==> config.mk <==
export PLATFORM = sky130hd
export DESIGN_NAME = thumb_shifter_with_carry_unit
export DESIGN_NICKNAME = d
export VERILOG_FILES = /design/src/tsc_pkg.sv /design/src/thumb_shifter_with_carry_unit.sv
export SDC_FILE = /design/constraint.sdc
export NUM_CORES = 1
export LEC_CHECK = 0
export BUFFER_PORTS_ARGS = -buffer_cell sky130_fd_sc_hd__buf_2
export CAP_MARGIN = 20
export CORE_ASPECT_RATIO = 0.9
export CORE_UTILIZATION = 43
export DETAILED_ROUTE_END_ITERATION = 8
export GPL_ROUTABILITY_DRIVEN = 0
export PLACE_DENSITY = 0.69
export SETUP_SLACK_MARGIN = 0.05
export SLEW_MARGIN = 20
export SYNTH_ARGS = -nofsm -noshare
export SYNTH_HDL_FRONTEND = slang
export SYNTH_SLANG_ARGS = --single-unit
==> constraint.sdc <==
create_clock -name clk -period 7.82 [get_ports clk]
set_clock_uncertainty 0.05 [all_clocks]
set_input_delay 1.564 -clock clk [delete_from_list [all_inputs] [get_ports clk]]
set_output_delay 1.564 -clock clk [all_outputs]
set_load 0.005 [all_outputs]
==> src/tsc_pkg.sv <==
// Types and constants shared by the thumb shifter with carry unit.
`default_nettype none

package tsc_pkg;

  // Command codes
  localparam logic [1:0] CMD_IMM = 2'd0;  // immediate shift (imm5 decode)
  localparam logic [1:0] CMD_REG = 2'd1;  // register shift (amount byte)
  localparam logic [1:0] CMD_IMX = 2'd2;  // Thumb modified immediate expansion

  // Shift type codes
  localparam logic [1:0] SH_LSL = 2'd0;
  localparam logic [1:0] SH_LSR = 2'd1;
  localparam logic [1:0] SH_ASR = 2'd2;
  localparam logic [1:0] SH_ROR = 2'd3;

  // Carry source codes
  localparam logic [1:0] CY_FIX = 2'd0;  // carry bit already known
  localparam logic [1:0] CY_IDX = 2'd1;  // pick one bit of the source
  localparam logic [1:0] CY_RES = 2'd2;  // bit 31 of the final result

  typedef struct packed {
    logic [1:0]  cmd;
    logic [31:0] value;
    logic [1:0]  shift_type;
    logic [7:0]  shift_amount;
    logic [11:0] imm12;
    logic        cflag;
  } req_t;

  typedef struct packed {
    logic [31:0] result;
    logic        carry;
    logic        unpredictable;
  } rsp_t;

  // Decoded operation, held after the first stage
  typedef struct packed {
    logic [31:0] src;
    logic [4:0]  rot;    // rotate right amount
    logic [5:0]  cnt;    // bits replaced by fill, 0..32
    logic        left;   // replaced bits at the low end
    logic        fill;
    logic [1:0]  cmode;
    logic        cbit;
    logic [4:0]  cidx;
    logic        unp;
  } s1_t;

  // Rotated value and replacement mask, held after the second stage
  typedef struct packed {
    logic [31:0] rotated;
    logic [31:0] mask;
    logic        fill;
    logic        cres;
    logic        cbit;
    logic        unp;
  } s2_t;

endpackage

`default_nettype wire

==> src/thumb_shifter_with_carry_unit.sv <==
// Top level of the thumb shifter with carry unit: a three-stage operand shifter.
//
// Usage:
//   Request channel (req, req_valid, req_stall): one transfer carries a command,
//   a 32-bit value, shift type, shift amount, 12-bit immediate and the C flag.
//   Response channel (rsp, rsp_valid, rsp_stall): one transfer per request with
//   the result, the carry-out and the unpredictable flag, in request order.
//   A request passes the stage 1, stage 2 and output registers in order, and
//   rsp_valid is the output register's valid bit. Throughput is one transfer per
//   cycle while the response is not stalled: stage 1 decodes the command, stage 2
//   does the 32-bit rotate and builds the fill mask, stage 3 merges and registers.
//   When the receiver stalls a valid response, the whole pipe holds and
//   req_stall rises in the same cycle; nothing is dropped or repeated, and
//   bubbles in the pipe are kept while it holds.
//   Reset (rst, synchronous) clears every stage's valid bit; the payload
//   registers are left as they are.
`default_nettype none

module thumb_shifter_with_carry_unit (
  input  wire                clk,
  input  wire                rst,
  input  wire                req_valid,
  output logic               req_stall,
  input  wire tsc_pkg::req_t req,
  output logic               rsp_valid,
  input  wire                rsp_stall,
  output tsc_pkg::rsp_t      rsp
);
  import tsc_pkg::*;

  logic advance;
  logic s1_valid, s2_valid;
  s1_t  s1, s1_next;
  s2_t  s2, s2_next;
  rsp_t rsp_next;

  logic [7:0]  n;
  logic        rrx;
  logic [63:0] rot_wide;
  logic [31:0] pat;
  logic [7:0]  t8;

  // Hold every stage while a finished response is stalled
  assign advance   = !(rsp_valid && rsp_stall);
  assign req_stall = !advance;

  // Stage 1: decode the command into rotate, fill mask count and carry source
  always_comb begin
    n   = 8'd0;
    rrx = 1'b0;
    t8  = req.imm12[7:0];
    pat = {24'd0, t8};
    s1_next       = '0;
    s1_next.src   = req.value;
    s1_next.cmode = CY_FIX;
    s1_next.cbit  = req.cflag;

    if (req.cmd == CMD_IMM) begin
      n = {3'd0, req.shift_amount[4:0]};
      if (req.shift_amount[4:0] == 5'd0) begin
        if (req.shift_type == SH_LSR || req.shift_type == SH_ASR) begin
          n = 8'd32;
        end else if (req.shift_type == SH_ROR) begin
          rrx = 1'b1;
        end
      end
    end else if (req.cmd == CMD_REG) begin
      n = req.shift_amount;
    end

    if (req.cmd == CMD_IMM || req.cmd == CMD_REG) begin
      if (rrx) begin
        // RRX: rotate by one, C flag into bit 31
        s1_next.rot  = 5'd1;
        s1_next.cnt  = 6'd1;
        s1_next.fill = req.cflag;
        s1_next.cbit = req.value[0];
      end else if (n != 8'd0) begin
        case (req.shift_type) inside
          SH_LSL: begin
            s1_next.left = 1'b1;
            if (n < 8'd32) begin
              s1_next.rot   = 5'(6'd32 - {1'b0, n[4:0]});
              s1_next.cnt   = n[5:0];
              s1_next.cmode = CY_IDX;
              s1_next.cidx  = 5'(6'd32 - {1'b0, n[4:0]});
            end else begin
              s1_next.cnt  = 6'd32;
              s1_next.cbit = (n == 8'd32) ? req.value[0] : 1'b0;
            end
          end
          SH_LSR, SH_ASR: begin
            s1_next.fill = (req.shift_type == SH_ASR) ? req.value[31] : 1'b0;
            if (n < 8'd32) begin
              s1_next.rot   = n[4:0];
              s1_next.cnt   = n[5:0];
              s1_next.cmode = CY_IDX;
              s1_next.cidx  = n[4:0] - 5'd1;
            end else begin
              s1_next.cnt = 6'd32;
              if (req.shift_type == SH_ASR) begin
                s1_next.cbit = req.value[31];
              end else begin
                s1_next.cbit = (n == 8'd32) ? req.value[31] : 1'b0;
              end
            end
          end
          default: begin
            // ROR: carry is the top bit of the rotated value
            s1_next.rot   = n[4:0];
            s1_next.cmode = CY_RES;
          end
        endcase
      end
    end else if (req.cmd == CMD_IMX) begin
      if (req.imm12[11:10] == 2'd0) begin
        case (req.imm12[9:8])
          2'd0:    pat = {24'd0, t8};
          2'd1:    pat = {8'd0, t8, 8'd0, t8};
          2'd2:    pat = {t8, 8'd0, t8, 8'd0};
          default: pat = {t8, t8, t8, t8};
        endcase
        s1_next.src = pat;
        s1_next.unp = (req.imm12[9:8] != 2'd0) && (t8 == 8'd0);
      end else begin
        s1_next.src   = {24'd0, 1'b1, req.imm12[6:0]};
        s1_next.rot   = req.imm12[11:7];
        s1_next.cmode = CY_RES;
      end
    end
  end

  // Stage 2: rotate right, build the fill mask, pick an indexed carry
  always_comb begin
    rot_wide        = {s1.src, s1.src} >> s1.rot;
    s2_next.rotated = rot_wide[31:0];
    s2_next.mask    = s1.left ? ~(32'hFFFF_FFFF << s1.cnt) : ~(32'hFFFF_FFFF >> s1.cnt);
    s2_next.fill    = s1.fill;
    s2_next.cres    = (s1.cmode == CY_RES);
    s2_next.cbit    = (s1.cmode == CY_IDX) ? s1.src[s1.cidx] : s1.cbit;
    s2_next.unp     = s1.unp;
  end

  // Stage 3: merge fill into the masked bits, resolve carry
  always_comb begin
    rsp_next.result        = (s2.rotated & ~s2.mask) | ({32{s2.fill}} & s2.mask);
    rsp_next.carry         = s2.cres ? rsp_next.result[31] : s2.cbit;
    rsp_next.unpredictable = s2.unp;
  end

  // Valid bits advance with the data
  always_ff @(posedge clk) begin
    if (rst) begin
      s1_valid  <= 1'b0;
      s2_valid  <= 1'b0;
      rsp_valid <= 1'b0;
    end else if (advance) begin
      s1_valid  <= req_valid;
      s2_valid  <= s1_valid;
      rsp_valid <= s2_valid;
    end
  end

  // Payload registers, no reset
  always_ff @(posedge clk) begin
    if (advance) begin
      s1  <= s1_next;
      s2  <= s2_next;
      rsp <= rsp_next;
    end
  end

  // A transfer in reaches stage 1 on the next cycle
  a_enter: assert property (@(posedge clk) disable iff (rst)
    (req_valid && !req_stall) |=> s1_valid)
    else $error("accepted request did not enter stage 1");

  // Stage 1 moves to stage 2 whenever the pipe advances
  a_s2: assert property (@(posedge clk) disable iff (rst)
    (s1_valid && !req_stall) |=> s2_valid)
    else $error("stage 1 item lost on advance");

  // Stage 2 moves to the output whenever the pipe advances
  a_out: assert property (@(posedge clk) disable iff (rst)
    (s2_valid && !req_stall) |=> rsp_valid)
    else $error("stage 2 item lost on advance");

  // Requests are held back only behind a stalled response
  a_stall: assert property (@(posedge clk) disable iff (rst)
    req_stall |-> (rsp_valid && rsp_stall))
    else $error("request stalled without a held response");

endmodule

`default_nettype wire
Yosys cells after proc, flatten, opt, wreduce, memory -nomap -nowiden
Index checks and enable logic that the tools add are counted.
Word-level totals
  output and inout port bits: 36
  register bits after elaboration: 159
  bits of input ports: 61
  word-level logic and storage cells: 115
Cells by class
  muxes and demuxes: 51
  bitwise gates (word level): 10
  reduce and logical (&&, ||, !) cells: 15
  add/sub/neg operators: 2
  equality and inequality tests: 10
  shifts and indexed selects: 3
  order comparisons: 2
Operator list (count)
  $mux W32: 3
  $not A32 Y32: 3
  $pmux W32 S3: 1
  $and A32 B32 Y32: 2
  $shr A64 B5 Y32: 1
  $mux W6: 7
  $mux W5: 8
  $mux W37: 1
  $or A32 B32 Y32: 1
  $shl A32 B6 Y32 const A: 1
  $shr A32 B6 Y32 const A: 1
  $mux W8: 3
  $mux W21: 1
  $mux W1: 19
  $mux W2: 6
  $mux W11: 1
  $eq A2 B2 Y1 const B: 5
  $eq A2 B1 Y1 const B: 4
  $eq A8 B6 Y1 const B: 1
  $logic_not A2 Y1: 4
  $logic_not A8 Y1: 1
  $lt A8 B6 Y1 const B: 1
  $reduce_bool A8 Y1: 1
  $lt A5 B6 Y1 const B: 1
  other kinds (10): 16

Longest topological paths before layout
  depth after elaboration: 14
  gate-level depth with buffers: 8
  mapped depth without buffers: 7

Least setup slack after synthesis
Ideal clock, no wire load.
  kind: input-to-output
  start point: input rsp_stall
  end point: output req_stall
  path buffers: 0
  stages: 2
  path slack: 0.819 ns
  required time: 6.206 ns
  arrival time: 5.387 ns
  path through: nand2_1 inv_1
On the way
  longest elaborated chain between the ends: 1
Ends and longest elaborated chain
  start, declared: RTL line thumb_shifter_with_carry_unit.sv:26  | input wire rsp_stall,
  $logic_and A1 B1 Y1: RTL line thumb_shifter_with_carry_unit.sv:44  | assign advance = !(rsp_valid && rsp_stall);
  end, declared: RTL line thumb_shifter_with_carry_unit.sv:23  | output logic req_stall,
Every way passes these cells.

Final worst setup path
Ends and elaborated chain as after synthesis.

==> flow_summary.ini <==
[route]
wl_met2_um = 8890
wl_per_cell_um = 17.8
dr.max_layer_used = met4
routed_wirelength_um = 19700
num_vias = 6542
avgViaCountPerCell = 5.93
wl_met3_um = 1240
wl_met1_um = 9150
route.detailed.drc = 0
detail-route-antenna-nets = 0
drt-pass1-iter-count = 5
drtIter0Drc = 670

[cts]
cts_tree = done
postCtsHoldBufs = 0
insertion_delay_ns = 0.43
post_cts_resized = 0
ctsLongestPathBuffers = 2
cts.htree.levels = 4
cts-root-buf = clkbuf_16
cts_buffers = 17
cts_setup_buffers = 0
clkTransAtPathRegs_ns = 0.06
cts.sink_count = 159

[finish]
nNetsFinal = 902
drive_gt1_share_pct = 26.7
seq_area_mm2 = 0.00474
num-fill-cells = 1772
diodes = 0
multiInputGateArea_mm2 = 0.00390
synthToLayoutAreaGrowth_pct = 13.6

[critical_path]
cp.required_ns = 6.21
start_kind = input port
path_class = in -> out
path_buf_inv = 3
critPathTopFamily = buffers and inverters
cp_max_fo = 86
endpoint_kind = output port
crit_path_max_incr_delay_ns = 0.44
crit_arrival_ns = 2.49
crit_chain = buf_2 > nand2_8 > inv_1 > buf_2
crit_top_cell = buf_2
crit_slowest_cell = nand2_8

[power_and_ir_drop]
power.share.combinational_pct = 21.4
clkPwrFrac_pct = 30.6
pwr-share-seq_pct = 48.1
internal_power_mw = 1.83
total_power_mw = 2.53
power.leakage_nw = 4.00
p_per_area_mw_per_mm2 = 251
vdd_drop_max_v = 0.000105
p_sw_mw = 0.706
p_sw_share_pct = 27.9

[synth]
synth_seq_cells = 159
synthArstFlopShare_pct = 0
synth_flop_cell = edfxtp_1
synth_most_common_cell = edfxtp_1
synth_edf_count = 156
synthTopCellsByCount = edfxtp_1 (156), nand2_1 (113), nor2_1 (68), o22ai_1 (66), mux2_2 (46)
syn_area_mm2 = 0.00890
ys.warnings.count = 0
synth_top_area_cell = edfxtp_1
avgSynthCellArea_um2 = 11.5
synth_top_area_share_pct = 52.6
yosysUniqueCellTypes = 57
syn_nets = 838
postSynthCellCount = 772
ys_top_cells_by_area = edfxtp_1 (53%), mux4_2 (8.1%), mux2_2 (5.8%)
yosysSeqAreaShare_pct = 53.3

[grt]
track_usage_pct = 18.9
grt_pass1_vias = 5786
grt_remaining_overflow = 0
antenna_found_initial = 0
grt_max_degree = 87
grt_pass1_wl_um = 31300

[worst_hold_path]
hold_path_class = reg -> reg

[place]
hpwl_um = 14200
portBuffers = 96

[timing]
max_slew_margin_pct = 31.8
hold_ws_ns = 0.379
finalSetupViolCount = 0
drv_slew = 0
worst_pin_slew_ns = 1.02
final-hold-violation-count = 0
rsz0062_at_grt = no
finalCritPeriodShare_pct = 52.5
period_minus_slack_ns = 4.10
fmax_mhz = 244
fin_tns_setup_ns = 0

[floorplan]
die_y_um = 138
start_util_pct = 44.3
die_w_um = 154
io_pins = 97
design.core.area_mm2 = 0.0201
row_count = 49
die-area_mm2 = 0.0213

[status]
status = completed

[job]
cap_viol_max_count = 0
==> power groups by stage <==
stage                     clock (mW)  sequential, mW  combinational (mW)
after global routing           0.828            1.23               0.592
final                          0.774            1.22               0.542
after global placement             0            1.23               0.529
after detailed placement           0            1.24               0.537
after floorplan                    0            1.20               0.379
after CTS                      0.792            1.22               0.539
==> layout by cell type, fill, tap and decap left out, types with 2 or more instances in the layout <==
cell	Yosys	layout
a211o_1	4	4
a21boi_0	3	3
a21o_1	3	3
a21oi_1	34	34
a22o_1	31	31
a22oi_1	2	2
a31oi_1	5	5
and2_1	5	5
and3_1	2	2
buf_2	9	96
buf_4	0	6
clkbuf_16	0	17
clkinv_4	0	3
clkinvlp_4	0	3
dfxtp_1	3	3
edfxtp_1	156	156
ha_1	5	5
inv_1	13	13
inv_6	0	5
mux2_2	46	46
mux2i_1	19	19
mux4_2	32	32
nand2_1	113	112
nand2b_1	11	9
nand2b_2	0	2
nand3_1	5	5
nand4_1	3	3
nor2_1	68	68
nor2b_1	4	4
nor3_1	9	9
nor4_1	6	5
nor4_2	1	2
o21a_1	4	4
o21ai_0	29	29
o21ai_1	2	2
o22ai_1	66	66
o2bb2a_1	2	2
or2_2	6	6
==> worst paths after layout <==
kind | from | endpoint | slack [ns] | depth (start not counted)
setup / recovery | rsp_stall | req_stall | 3.72 | 4
hold / removal | s1[0]$_SDFFCE_PP0N_ | rsp_next[0]$_DFFE_PN_ | 0.38 | 0
setup reg to reg | s1[16]$_SDFFCE_PP0N_ | s2[34]$_DFFE_PN_ | 5.44 | 5
hold reg to reg | s1[0]$_SDFFCE_PP0N_ | rsp_next[0]$_DFFE_PN_ | 0.38 | 0
==> through the flow <==
stage | cell area (um^2) | instances | utilization, % | setup slack, ns
final | 10100 | 1104 | 50.3 | 3.72
after global routing | 10100 | 1104 | 50.3 | 3.62
after CTS | 10100 | 1104 | 50.2 | 3.30
after detailed placement | 9530 | 1072 | 47.4 | 3.30
after global placement | 9530 | 1072 | 47.4 | 3.35
after floorplan | 8900 | 772 | - | 0.819
==> flip-flops by register name, summed over array words and instances (netlist names) <==
| register | cells |
|---|---|
| rsp_valid | 1 |
| s2 | 67 |
| rsp | 34 |
| s2_valid | 1 |
| s1 | 54 |
| rsp_next | 1 |
| s1_valid | 1 |
==> per-layer routing <==
layer,up-vias,GRT usage [%]
li1,3103,-
met1,3110,27.4
met2,296,28.4
met3,33,3.76
met4,0,6.11
met5,-,0
==> layout make-up <==
class | instances | area share (%)
clock buffer | 18 | 4.25
multi-input combinational | 542 | 38.6
timing repair buffer | 102 | 5.20
tap | 255 | 3.16
clock inverter | 14 | 1.30
sequential | 159 | 46.9
inverter | 14 | 0.520
==> logic make-up after synthesis <==
family	synth area share, %
and+or+nand+nor	11.8
AOI/OAI and AO/OA	14.7
buffers and inverters	3.12
xor gates and xnor gates	0.197
DFF	53.3
muxes	16.1
adders and majority gates	0.816
Power figures use the tool's default switching activity.
